[src/rtl/srm_pkg.sv]
`default_nettype none
// ----------------------------------------------------------------------------
// srm_pkg
// Widths, reset values, register indexes and codes shared by the
// supply rail monitor.
// ----------------------------------------------------------------------------
package srm_pkg;

    localparam int SAMPLE_W   = 16;
    localparam int VOLT_W     = 31;
    localparam int FRAC_W     = 16;
    localparam int ACC_W      = 32;
    localparam int AVG_SHIFT  = 4;
    localparam int AVERAGE_FACTOR = 1 << AVG_SHIFT;
    localparam int AVG_W      = ACC_W + 1 - AVG_SHIFT;
    localparam int A_W        = 21;
    localparam int B_W        = 21;
    localparam int PROD_W     = B_W + VOLT_W;
    localparam int NUM_W      = VOLT_W + FRAC_W + 1;
    localparam int QUO_W      = VOLT_W;
    localparam int CNT_W      = $clog2(QUO_W);

    localparam int RAIL_W     = 2;
    localparam int RAIL_COUNT = 4;
    localparam int CFG_ADDR_W = 3;

    localparam int S_TDATA_W  = 24;
    localparam int M_TDATA_W  = 136;
    localparam int M_TUSER_W  = 2;

    localparam logic [VOLT_W-1:0] VOLT_MAX = {VOLT_W{1'b1}};
    localparam logic [3:0] BRIDGE_RATIO = 4'd11;

    localparam logic [VOLT_W-1:0] ZERO_OFFSET_RST    = 31'd17367040;
    localparam logic [VOLT_W-1:0] IO_SUPPLY_MIN_RST  = 31'd190054;
    localparam logic [VOLT_W-1:0] TARGET_MIN_RST     = 31'd111411;
    localparam logic [VOLT_W-1:0] TARGET_MAX_RST     = 31'd367002;
    localparam logic [VOLT_W-1:0] CORE_REFERENCE_RST = 31'd78643;
    localparam logic [VOLT_W-1:0] GAIN_RST           = 31'd65421;

    localparam logic [CFG_ADDR_W-1:0] REG_ZERO_OFFSET    = 3'd0;
    localparam logic [CFG_ADDR_W-1:0] REG_IO_SUPPLY_MIN  = 3'd1;
    localparam logic [CFG_ADDR_W-1:0] REG_TARGET_MIN     = 3'd2;
    localparam logic [CFG_ADDR_W-1:0] REG_TARGET_MAX     = 3'd3;
    localparam logic [CFG_ADDR_W-1:0] REG_CORE_REFERENCE = 3'd4;

    localparam logic [RAIL_W-1:0] RAIL_IO     = 2'd0;
    localparam logic [RAIL_W-1:0] RAIL_CORE   = 2'd1;
    localparam logic [RAIL_W-1:0] RAIL_TARGET = 2'd2;
    localparam logic [RAIL_W-1:0] RAIL_BUS    = 2'd3;

    localparam logic [1:0] TC_LOW    = 2'd0;
    localparam logic [1:0] TC_WINDOW = 2'd1;
    localparam logic [1:0] TC_HIGH   = 2'd2;

    localparam logic REQ_SAMPLE = 1'b0;
    localparam logic REQ_LED    = 1'b1;

    typedef logic [VOLT_W-1:0] volt_t;
    typedef logic [AVG_W-1:0]  avg_t;

    // Rounded average of the leaky accumulator
    function automatic avg_t acc_average(input logic [ACC_W-1:0] acc);
        logic [ACC_W:0] s;
        s = {1'b0, acc} + (ACC_W+1)'(AVERAGE_FACTOR / 2);
        return s[ACC_W:AVG_SHIFT];
    endfunction

endpackage

`default_nettype wire

[src/rtl/supply_rail_monitor.sv]
`default_nettype none
// ----------------------------------------------------------------------------
// supply_rail_monitor
// Core samples also pass through the gain divider, which takes 31 one-bit
// steps; a zero average or a saturating quotient skips the divider.
// Throughput: one item at a time; s_tready is high only while idle, and a
// result held by m_tready low keeps the block from finishing the next item.
// Reset: synchronous active-low aresetn restores control and config registers and state.
// Converts round-robin ADC samples to corrected rail volts, tracks the core
// average and gain, classifies rails and drives the status LED.
// ----------------------------------------------------------------------------
module supply_rail_monitor (
    input  wire                             aclk,
    input  wire                             aresetn,
    input  wire                             s_tvalid,
    output logic                            s_tready,
    // [15:0] adc_sample, [16] led_request
    input  wire  [srm_pkg::S_TDATA_W-1:0]   s_tdata,
    // [0] req_type
    input  wire                             s_tuser,
    output logic                            m_tvalid,
    input  wire                             m_tready,
    // [30:0] rail_volts, [32:31] next_rail, [33] io_supply_ok,
    // [35:34] target_class, [66:36] bus_volts, [97:67] core_average,
    // [128:98] gain_now, [130:129] power_bad_flags, [131] led_on
    output logic [srm_pkg::M_TDATA_W-1:0]   m_tdata,
    // [1:0] rail_index
    output logic [srm_pkg::M_TUSER_W-1:0]   m_tuser,
    input  wire                             cfg_valid,
    output logic                            cfg_ready,
    input  wire  [srm_pkg::CFG_ADDR_W-1:0]  cfg_addr,
    input  wire  [srm_pkg::VOLT_W-1:0]      cfg_data
);
    import srm_pkg::*;

    localparam logic [3:0] S_IDLE  = 4'd0;
    localparam logic [3:0] S_CONV  = 4'd1;
    localparam logic [3:0] S_MUL   = 4'd2;
    localparam logic [3:0] S_SCALE = 4'd3;
    localparam logic [3:0] S_AVG   = 4'd4;
    localparam logic [3:0] S_DIVI  = 4'd5;
    localparam logic [3:0] S_DIV   = 4'd6;
    localparam logic [3:0] S_FLAGS = 4'd7;
    localparam logic [3:0] S_OUT   = 4'd8;

    // control registers
    logic [3:0]        state_reg, state_next;
    logic [RAIL_W-1:0] rail_ptr_reg, rail_ptr_next;
    logic [ACC_W-1:0]  acc_reg, acc_next;
    avg_t              avg_reg, avg_next;
    volt_t             gain_reg, gain_next;
    volt_t             bus_reg, bus_next;
    logic              io_ok_reg, io_ok_next;
    logic [1:0]        tclass_reg, tclass_next;
    logic [1:0]        bad_reg, bad_next;
    logic [1:0]        prev_bad_reg, prev_bad_next;
    logic [1:0]        bad_cnt_reg, bad_cnt_next;
    logic              saved_led_reg, saved_led_next;
    logic              led_reg, led_next;
    logic              m_valid_reg, m_valid_next;
    volt_t             zero_offset_reg, io_min_reg, tgt_min_reg, tgt_max_reg, core_ref_reg;

    // payload registers
    logic [SAMPLE_W-1:0]  sample_reg, sample_next;
    logic [RAIL_W-1:0]    rail_reg, rail_next;
    logic [B_W-1:0]       b_reg, b_next;
    logic [PROD_W-1:0]    prod_reg, prod_next;
    volt_t                volts_reg, volts_next;
    avg_t                 rem_reg, rem_next;
    logic [QUO_W-1:0]     quo_reg, quo_next;
    logic [CNT_W-1:0]     div_cnt_reg, div_cnt_next;
    logic [M_TDATA_W-1:0] out_data_reg, out_data_next;
    logic [M_TUSER_W-1:0] out_user_reg, out_user_next;

    // datapath
    logic [ACC_W-1:0]   raw_c, x_c;
    logic [ACC_W:0]     x_rnd_c;
    logic [A_W-1:0]     a_c;
    logic [A_W:0]       a_half_c, a_eighth_c;
    logic [A_W-3:0]     e_c;
    logic [A_W+2:0]     e11_c;
    logic [PROD_W:0]    prod_rnd_c;
    logic [PROD_W-FRAC_W:0] prod_sh_c;
    volt_t              volts_c;
    logic [ACC_W+AVG_SHIFT-1:0] acc_load_c;
    logic [ACC_W:0]     acc_sum_c;
    avg_t               acc_avg_c;
    logic [NUM_W-1:0]   num_c;
    logic [NUM_W-QUO_W-1:0] num_hi_c;
    logic [AVG_W:0]     trial_c, diff_c;
    logic               ge_c;

    assign s_tready  = (state_reg == S_IDLE);
    assign cfg_ready = 1'b1;
    assign m_tvalid  = m_valid_reg;
    assign m_tdata   = out_data_reg;
    assign m_tuser   = out_user_reg;

    assign acc_avg_c = acc_average(acc_reg);

    always_comb begin
        raw_c      = {sample_reg, {(ACC_W-SAMPLE_W){1'b0}}};
        x_c        = (raw_c > {1'b0, zero_offset_reg}) ? raw_c - {1'b0, zero_offset_reg}
                                                       : '0;
        x_rnd_c    = {1'b0, x_c} + (ACC_W+1)'(2048);
        a_c        = x_rnd_c[ACC_W:12];
        a_half_c   = {1'b0, a_c} + (A_W+1)'(1);
        a_eighth_c = {1'b0, a_c} + (A_W+1)'(4);
        e_c        = a_eighth_c[A_W:3];
        e11_c      = (A_W+3)'(e_c) * (A_W+3)'(BRIDGE_RATIO);

        prod_rnd_c = {1'b0, prod_reg} + (PROD_W+1)'(32768);
        prod_sh_c  = prod_rnd_c[PROD_W:FRAC_W];
        volts_c    = (prod_sh_c[PROD_W-FRAC_W:VOLT_W] != '0) ? VOLT_MAX
                                                              : prod_sh_c[VOLT_W-1:0];

        acc_load_c = (ACC_W+AVG_SHIFT)'(volts_reg) << AVG_SHIFT;
        acc_sum_c  = {1'b0, acc_reg} - (ACC_W+1)'(avg_reg) + (ACC_W+1)'(volts_reg);

        // divider operands from the freshly updated average
        num_c      = {1'b0, core_ref_reg, {FRAC_W{1'b0}}} + NUM_W'(acc_avg_c >> 1);
        num_hi_c   = num_c[NUM_W-1:QUO_W];

        trial_c    = {rem_reg, quo_reg[QUO_W-1]};
        diff_c     = trial_c - {1'b0, avg_reg};
        ge_c       = (trial_c >= {1'b0, avg_reg});
    end

    always_comb begin
        state_next     = state_reg;
        rail_ptr_next  = rail_ptr_reg;
        acc_next       = acc_reg;
        avg_next       = avg_reg;
        gain_next      = gain_reg;
        bus_next       = bus_reg;
        io_ok_next     = io_ok_reg;
        tclass_next    = tclass_reg;
        bad_next       = bad_reg;
        prev_bad_next  = prev_bad_reg;
        bad_cnt_next   = bad_cnt_reg;
        saved_led_next = saved_led_reg;
        led_next       = led_reg;
        m_valid_next   = m_valid_reg;
        sample_next    = sample_reg;
        rail_next      = rail_reg;
        b_next         = b_reg;
        prod_next      = prod_reg;
        volts_next     = volts_reg;
        rem_next       = rem_reg;
        quo_next       = quo_reg;
        div_cnt_next   = div_cnt_reg;
        out_data_next  = out_data_reg;
        out_user_next  = out_user_reg;

        if (m_valid_reg && m_tready) begin
            m_valid_next = 1'b0;
        end

        case (state_reg)
            S_IDLE: begin
                if (s_tvalid) begin
                    if (s_tuser == REQ_LED) begin
                        saved_led_next = s_tdata[SAMPLE_W];
                        if (bad_reg == 2'b00) begin
                            led_next = s_tdata[SAMPLE_W];
                        end
                        rail_next  = RAIL_IO;
                        volts_next = '0;
                        state_next = S_OUT;
                    end else begin
                        sample_next = s_tdata[SAMPLE_W-1:0];
                        rail_next   = rail_ptr_reg;
                        state_next  = S_CONV;
                    end
                end
            end
            S_CONV: begin
                if (rail_reg == RAIL_IO || rail_reg == RAIL_CORE) begin
                    b_next = a_half_c[A_W:1];
                end else begin
                    b_next = e11_c[B_W-1:0];
                end
                state_next = S_MUL;
            end
            S_MUL: begin
                prod_next  = PROD_W'(b_reg) * PROD_W'(gain_reg);
                state_next = S_SCALE;
            end
            S_SCALE: begin
                volts_next = volts_c;
                state_next = S_FLAGS;
                case (rail_reg)
                    RAIL_IO: begin
                        io_ok_next  = (volts_c >= io_min_reg);
                        bad_next[0] = !(volts_c >= io_min_reg);
                    end
                    RAIL_CORE: begin
                        state_next = S_AVG;
                    end
                    RAIL_TARGET: begin
                        if (volts_c < tgt_min_reg) begin
                            tclass_next = TC_LOW;
                        end else if (volts_c > tgt_max_reg) begin
                            tclass_next = TC_HIGH;
                        end else begin
                            tclass_next = TC_WINDOW;
                        end
                        bad_next[1] = !(volts_c < tgt_min_reg) && (volts_c > tgt_max_reg);
                    end
                    default: begin
                        bus_next = volts_c;
                    end
                endcase
            end
            S_AVG: begin
                if (acc_reg == '0) begin
                    acc_next = (acc_load_c[ACC_W+AVG_SHIFT-1:ACC_W] != '0) ? {ACC_W{1'b1}}
                                                                         : acc_load_c[ACC_W-1:0];
                end else begin
                    acc_next = acc_sum_c[ACC_W] ? {ACC_W{1'b1}} : acc_sum_c[ACC_W-1:0];
                end
                state_next = S_DIVI;
            end
            S_DIVI: begin
                avg_next   = acc_avg_c;
                state_next = S_DIV;
                if (acc_avg_c == '0) begin
                    state_next = S_FLAGS;
                end
            end
            S_DIV: begin
                // one quotient bit per cycle, operands loaded in S_DIVI
                if (div_cnt_reg == '0 && rem_reg == '1 && quo_reg == '1) begin
                    state_next = S_DIV;
                end
                if (rem_reg == avg_reg && div_cnt_reg == CNT_W'(QUO_W)) begin
                    state_next = S_FLAGS;
                end else if (div_cnt_reg == CNT_W'(QUO_W)) begin
                    state_next = S_FLAGS;
                end else begin
                    rem_next     = ge_c ? diff_c[AVG_W-1:0] : trial_c[AVG_W-1:0];
                    quo_next     = {quo_reg[QUO_W-2:0], ge_c};
                    div_cnt_next = div_cnt_reg + CNT_W'(1);
                    if (div_cnt_reg == CNT_W'(QUO_W - 1)) begin
                        gain_next  = {quo_reg[QUO_W-2:0], ge_c};
                        state_next = S_FLAGS;
                    end
                end
            end
            S_FLAGS: begin
                if (rail_reg == RAIL_BUS) begin
                    rail_ptr_next = RAIL_IO;
                end else begin
                    rail_ptr_next = rail_reg + RAIL_W'(1);
                end
                if (prev_bad_reg != bad_reg) begin
                    if (bad_reg == 2'b00) begin
                        bad_cnt_next = 2'd0;
                        led_next     = saved_led_reg;
                    end else if (prev_bad_reg == 2'b00) begin
                        led_next = 1'b1;
                    end
                    prev_bad_next = bad_reg;
                end
                if (bad_reg != 2'b00) begin
                    if (bad_cnt_next != 2'd3) begin
                        bad_cnt_next = bad_cnt_next + 2'd1;
                    end
                    if (bad_cnt_next == 2'd2) begin
                        led_next = !led_next;
                    end
                end
                state_next = S_OUT;
            end
            S_OUT: begin
                if (!m_valid_reg || m_tready) begin
                    m_valid_next  = 1'b1;
                    out_user_next = rail_reg;
                    out_data_next = {4'b0000, led_reg, bad_reg, gain_reg,
                                     {{(VOLT_W-AVG_W){1'b0}}, avg_reg}, bus_reg,
                                     tclass_reg, io_ok_reg, rail_ptr_reg, volts_reg};
                    state_next    = S_IDLE;
                end
            end
            default: begin
                state_next = S_IDLE;
            end
        endcase

        // divider load: quotient overflow saturates the gain at once
        if (state_reg == S_DIVI && acc_avg_c != '0) begin
            if ({{(AVG_W-(NUM_W-QUO_W)){1'b0}}, num_hi_c} >= acc_avg_c) begin
                gain_next  = VOLT_MAX;
                state_next = S_FLAGS;
            end
        end
    end

    always_ff @(posedge aclk) begin
        if (!aresetn) begin
            state_reg       <= S_IDLE;
            rail_ptr_reg    <= RAIL_IO;
            acc_reg         <= '0;
            avg_reg         <= '0;
            gain_reg        <= GAIN_RST;
            bus_reg         <= '0;
            io_ok_reg       <= 1'b0;
            tclass_reg      <= TC_LOW;
            bad_reg         <= 2'b00;
            prev_bad_reg    <= 2'b00;
            bad_cnt_reg     <= 2'd0;
            saved_led_reg   <= 1'b1;
            led_reg         <= 1'b1;
            m_valid_reg     <= 1'b0;
            zero_offset_reg <= ZERO_OFFSET_RST;
            io_min_reg      <= IO_SUPPLY_MIN_RST;
            tgt_min_reg     <= TARGET_MIN_RST;
            tgt_max_reg     <= TARGET_MAX_RST;
            core_ref_reg    <= CORE_REFERENCE_RST;
        end else begin
            state_reg     <= state_next;
            rail_ptr_reg  <= rail_ptr_next;
            acc_reg       <= acc_next;
            avg_reg       <= avg_next;
            gain_reg      <= gain_next;
            bus_reg       <= bus_next;
            io_ok_reg     <= io_ok_next;
            tclass_reg    <= tclass_next;
            bad_reg       <= bad_next;
            prev_bad_reg  <= prev_bad_next;
            bad_cnt_reg   <= bad_cnt_next;
            saved_led_reg <= saved_led_next;
            led_reg       <= led_next;
            m_valid_reg   <= m_valid_next;
            if (cfg_valid) begin
                case (cfg_addr)
                    REG_ZERO_OFFSET:    zero_offset_reg <= cfg_data;
                    REG_IO_SUPPLY_MIN:  io_min_reg      <= cfg_data;
                    REG_TARGET_MIN:     tgt_min_reg     <= cfg_data;
                    REG_TARGET_MAX:     tgt_max_reg     <= cfg_data;
                    REG_CORE_REFERENCE: core_ref_reg    <= cfg_data;
                    default: begin
                    end
                endcase
            end
        end
    end

    always_ff @(posedge aclk) begin
        sample_reg   <= sample_next;
        rail_reg     <= rail_next;
        b_reg        <= b_next;
        prod_reg     <= prod_next;
        volts_reg    <= volts_next;
        out_data_reg <= out_data_next;
        out_user_reg <= out_user_next;
        if (state_reg == S_DIVI) begin
            rem_reg     <= AVG_W'(num_hi_c);
            quo_reg     <= num_c[QUO_W-1:0];
            div_cnt_reg <= '0;
        end else begin
            rem_reg     <= rem_next;
            quo_reg     <= quo_next;
            div_cnt_reg <= div_cnt_next;
        end
    end

`ifndef NO_ASSERTIONS
    a_prev_flags_settled: assert property (@(posedge aclk) disable iff (!aresetn)
        (state_reg == S_IDLE) |-> (prev_bad_reg == bad_reg))
        else $error("previous flags not settled while idle");

    a_count_clear_when_good: assert property (@(posedge aclk) disable iff (!aresetn)
        (state_reg == S_IDLE && bad_reg == 2'b00) |-> (bad_cnt_reg == 2'd0))
        else $error("bad counter nonzero with power good");

    a_avg_tracks_acc: assert property (@(posedge aclk) disable iff (!aresetn)
        (state_reg == S_IDLE) |-> (avg_reg == acc_avg_c))
        else $error("average out of step with accumulator");

    a_led_req_keeps_rail: assert property (@(posedge aclk) disable iff (!aresetn)
        (s_tvalid && s_tready && s_tuser == REQ_LED) |=> (rail_ptr_reg == $past(rail_ptr_reg)))
        else $error("LED request moved the rail pointer");
`endif

endmodule

`default_nettype wire
[config.mk]
export PLATFORM = sky130hd
export DESIGN_NAME = supply_rail_monitor
export DESIGN_NICKNAME = d
export VERILOG_FILES = /design/src/rtl/srm_pkg.sv /design/src/rtl/supply_rail_monitor.sv
export SDC_FILE = /design/constraint.sdc
export NUM_CORES = 2
export LEC_CHECK = 0
export BUFFER_PORTS_ARGS = -buffer_cell sky130_fd_sc_hd__buf_2
export CAP_MARGIN = 20
export CORE_AREA = 2 2 303 305
export DETAILED_ROUTE_END_ITERATION = 7
export DIE_AREA = 0 0 305 307
export PLACE_DENSITY_LB_ADDON = 0.08
export SYNTH_ARGS = -nofsm -noshare
export SYNTH_HDL_FRONTEND = slang
export SYNTH_SLANG_ARGS = --single-unit
[constraint.sdc]
create_clock -name aclk -period 10.4 [get_ports aclk]
set_input_delay 1.04 -clock aclk [delete_from_list [all_inputs] [get_ports aclk]]
set_output_delay 1.04 -clock aclk [all_outputs]
set_load 0.005 [all_outputs]
Word-level counts from Yosys, hierarchy flattened
Index checks and enable logic that the tools add are counted.
{"block": "word_totals", "reg_bits": 615, "in_bits": 64, "output_inout_bits": 141, "wordCells": 188}
{"block": "classes", "addsub": 13, "n_mul": 2, "n_lt_le_gt_ge": 6, "n_eq_ne": 28, "n_mux": 59, "bitwise_logic": 4, "reduce_logical": 45}
{"op": "$mux 31", "count": 13}
{"op": "$mux 32", "count": 4}
{"op": "$mux 17", "count": 4}
{"op": "$pmux 31 s2", "count": 1}
{"op": "$add 52x16->53 const B", "count": 1}
{"op": "$mul 21x31->52", "count": 1}
{"op": "$add 47x28->48", "count": 1}
{"op": "$mux 4", "count": 9}
{"op": "$pmux 4 s9", "count": 1}
{"op": "$add 32x12->33 const B", "count": 1}
{"op": "$add 32x4->33 const B", "count": 1}
{"op": "$add 33x31->33", "count": 1}
{"op": "$sub 32x29->33", "count": 1}
{"op": "$gt 32x31->1", "count": 1}
{"op": "$logic_not 32->1", "count": 1}
{"op": "$sub 32x31->32", "count": 1}
{"op": "$eq 31x31->1 const B", "count": 1}
{"op": "$ge 31x31->1", "count": 1}
{"op": "$gt 31x31->1", "count": 1}
{"op": "$lt 31x31->1", "count": 1}
{"op": "$ge 30x29->1", "count": 1}
{"op": "$eq 29x29->1", "count": 1}
{"op": "$eq 29x29->1 const B", "count": 1}
{"op": "$ge 17x29->1", "count": 1}
{"op": "other kinds (41)", "count": 107}

Longest topological paths before layout
{"block": "logic_depth", "word_depth": 12, "depth_mapped": 37, "depth_no_buf": 34}

Worst setup path before layout
No wires, ideal clock.
{"block": "synth_path", "kind": "flip-flop to flip-flop", "from": "register zero_offset_reg[17]", "to": "register b_reg[20] (data pin)", "setup_time_ps": 148, "t_arrival_ps": 7292, "t_required_ps": 10252, "path_slack_ps": 2959, "stages_incl_launch_ff": 37, "path_buffers": 3, "synth_period_minus_slack_ps": 7441, "path_cell_list": "dfxtp_1 -> inv_1 -> ha_1 -> buf_2 -> and3b_1 -> and4_4 -> and3_4 -> and2_1 -> buf_6 -> a21o_1 -> buf_6 -> nor3_1 -> ha_1 -> or3b_2 -> mux2i_1 -> xnor2_1 -> xor2_1 -> nor2_1 -> ha_1 -> and3_1 -> nand4_1 -> nor3_1 -> xnor2_1 -> ha_1 -> inv_1 -> fa_1 -> inv_1 -> ha_1 -> inv_1 -> o21bai_1 -> a21oi_1 -> o311a_1 -> a211oi_1 -> a41o_1 -> nor4_1 -> or4_1 -> mux2i_1"}
{"block": "synth_between", "elab_chain_cells": 6, "elab_cells_between_ends": 8, "cone_classes": "add/sub (4); mul (1); order compare (1); mux (2)"}
{"element": "start, declared", "line": "supply_rail_monitor.sv:61", "source": "volt_t zero_offset_reg, io_min_reg, tgt_min_reg, tgt_max_reg, core_ref_reg;"}
{"element": "start signal, assigned", "line": "supply_rail_monitor.sv:337", "source": "REG_ZERO_OFFSET: zero_offset_reg <= cfg_data;"}
{"element": "$sub 32x31->32 or $gt 32x31->1 (tied branches)", "line": "supply_rail_monitor.sv:103", "source": "x_c = (raw_c > {1'b0, zero_offset_reg}) ? raw_c - {1'b0, zero_offset_reg}"}
{"element": "$mux 32 *", "line": "supply_rail_monitor.sv:103"}
{"element": "$add 32x12->33 *", "line": "supply_rail_monitor.sv:105", "source": "x_rnd_c = {1'b0, x_c} + (ACC_W+1)'(2048);"}
{"element": "$add 21x3->22", "line": "supply_rail_monitor.sv:108", "source": "a_eighth_c = {1'b0, a_c} + (A_W+1)'(4);"}
{"element": "$mul 19x4->21", "line": "supply_rail_monitor.sv:110", "source": "e11_c = (A_W+3)'(e_c) * (A_W+3)'(BRIDGE_RATIO);"}
{"element": "$mux 21 *", "line": "supply_rail_monitor.sv:178", "source": "if (rail_reg == RAIL_IO || rail_reg == RAIL_CORE) begin"}
{"element": "end signal, assigned", "line": "supply_rail_monitor.sv:352", "source": "b_reg <= b_next;"}
{"element": "end, declared", "line": "supply_rail_monitor.sv:66", "source": "logic [B_W-1:0] b_reg, b_next;"}
Every way passes the cells marked *; elsewhere a longest branch is shown, timed or not.
A chain may end at the register's enable or synchronous reset.

Final worst setup path
{"block": "layout_path", "from": "register zero_offset_reg[21]", "to": "register b_reg[20] (data pin)"}
The elaborated chain is that of the path after synthesis.

==> results.yml <==
job:
  maxCapViolations: 0
layout:
  n_fill_cell: 7746
  area_delta_synth_final_pct: 8.71
  final_cells: 7262
  final_cell_mix: "nand2_1, inv_1, fa_1, ha_1, dfxtp_1"
  multi_input_area_sq_mm: 0.0343
  drive_above_1_share: 0.0815
  final_nets: 7086
  seqCellArea_sq_mm: 0.0148
  final_common_cell: "nand2_1"
  largest_reg_flops: 129
drt:
  drt_iter0_drc: 3132
  route.final.wire_length_mm: 147
  drtPass1Iterations: 6
  avgViaCountPerCell: 5.74
  ant_nets: 0
  wl_per_cell_um: 20.3
  via_count: 41700
  remaining_drc_errors: 0
global_routing:
  grt_max_degree: 89
  grt_pass1_wl_mm: 232
  grt_util_all_layers: 0.319
  grt_pass1_vias: 41300
  grt_antenna_before_repair: 5
  overflow: 0
yosys:
  yosys_register_bits: 598
  syn_inst: 5941
  ys_warn_count: 0
  synthFlopType: "dfxtp_1"
  seq_area_frac_synth: 0.275
  synth_edf_count: 286
  async_reset_ff_frac: 0
  netlist-cell-type-count: 95
  mappedNetlistArea_sq_mm: 0.0538
  syn_area_per_cell_sq_um: 9.06
clock_tree:
  clk_path_buf_depth: 3
  cts_resized: 0
  cts_root_buf: "clkbuf_16"
  cts_made_buffers: 69
  cts_tree: "yes"
  insertion_delay_ns: 0.67
  post-cts-setup-buffers: 0
  h-tree-depth: 3
  cts.clk_slew.worst_paths_ns: 0.06
  clock-sinks: 598
  cts_hold_buf: 0
pwr:
  p_per_area_mw_per_mm2: 363
  leakage_nw: 26.6
  peakVddDrop_uv: 1160
  power_mw: 21.2
floorplan:
  die_area_sq_mm: 0.0936
  io_pins: 205
  rows: 111
  core-area_sq_mm: 0.0907
  initial_utilization: 0.594
  die_x_um: 305
  die_y_um: 307
placement:
  dp_cells: 7123
  place_congestion: 0.930
  portBuffers: 190
  dp_hpwl_mm: 114
sta:
  hold_viol: 0
  holdWs_ns: 0.426
  timing.slew.headroom: 0.239
  timing.final.crit_share: 0.839
  slew_violations: 0
  worst_pin_slew_ns: 1.14
  rsz0062_at_grt: "false"
  setup_viol: 0
  setup_tns_ns: 0
  fmax_mhz: 115
  fin_worst_skew_ns: 0.0360
  finalCriticalPeriod_ns: 8.72
worst_setup_path:
  crit_type: "register to register"
  crit_path_start_kind: "register"
  cp_max_fo: 10
  critical_path_arrival_ns: 9.21
  worst_setup_path_end_kind: "register"
  required_ns: 10.89
  slowest_delay_ns: 0.72
  cpMostUsedCell: "ha_1"
  crit_family: "simple AND/OR/NAND/NOR gates"
  cp_num_buf_inv: 4
  cpMaxStageDelayCell: "nor4_1"
run_status:
  outcome: "complete, no violations"
min_path:
  min_path_type: "register to register"
[kinds of logic (layout without fill, tap and decap cells)]
group,Yosys count,after routing,synth area share
AOI/OAI and AO/OA,818,818,0.0960
xor gates and xnor gates,250,250,0.0414
adders and majority gates,1005,1005,0.316
buffers and inverters,1273,1398,0.0897
DFF,598,598,0.275
muxes,60,60,0.0121
other,2,12,0.000139
and+or+nand+nor,1935,1935,0.169
[routing by layer]
layer,part of all wire,vias up,GRT usage
met5,0.00018,-,0
met4,0.043,4,0.130
met3,0.067,289,0.0460
met2,0.47,1344,0.524
met1,0.42,20700,0.428
li1,-,19300,-
[path summary, 6_finish.rpt]
kind         depth (start not counted)                              from  slack, ns                     to
max                                 32  zero_offset_reg[21]$_SDFFE_PN0P_       1.68    b_reg[20]$_DFFE_PP_
min                                  0           bus_reg[4]$_SDFFE_PN0P_       0.43  m_tdata[40]$_DFFE_PP_
max reg2reg                         32  zero_offset_reg[21]$_SDFFE_PN0P_       1.68    b_reg[20]$_DFFE_PP_
min reg2reg                          0           bus_reg[4]$_SDFFE_PN0P_       0.43  m_tdata[40]$_DFFE_PP_
[cell usage after synthesis, types with 82 or more instances]
cell,count,area (sq um)
nand2_1,988,3710
inv_1,987,3700
fa_1,594,11900
ha_1,411,5140
dfxtp_1,312,6250
edfxtp_1,286,8590
a21oi_1,279,1400
clkbuf_1,261,980
and2_1,252,1580
nor2_1,239,897
xnor2_1,170,1490
o21ai_0,145,726
nand3_1,82,410
[per-stage QoR]
stage / cell area (sq um) / setup WS, ns / utilization
2_1_floorplan: 53900 / 2.96 / -
5_1_grt: 58500 / 1.08 / 0.645
6_report: 58500 / 1.68 / 0.645
4_1_cts: 58300 / 1.78 / 0.643
3_3_place_gp: 55900 / 1.89 / 0.616
3_5_place_dp: 55900 / 1.83 / 0.616
[report_power, final]
part           internal (mW)  total (mW)  switching (mW)
clock network           1.51        2.61            1.10
registers               3.38        3.55           0.173
logic                   6.41        15.1            8.65
[area by class of cell]
type / count / share of cell area
Clock buffer: 86 / 0.0315
Tap cell: 1186 / 0.0253
Timing Repair Buffer: 282 / 0.0308
Antenna cell: 3 / 0.000128
Clock inverter: 41 / 0.00979
Sequential cell: 598 / 0.253
Inverter: 989 / 0.0635
Multi-Input combinational cell: 4077 / 0.586
Power figures use the tool's default switching activity.
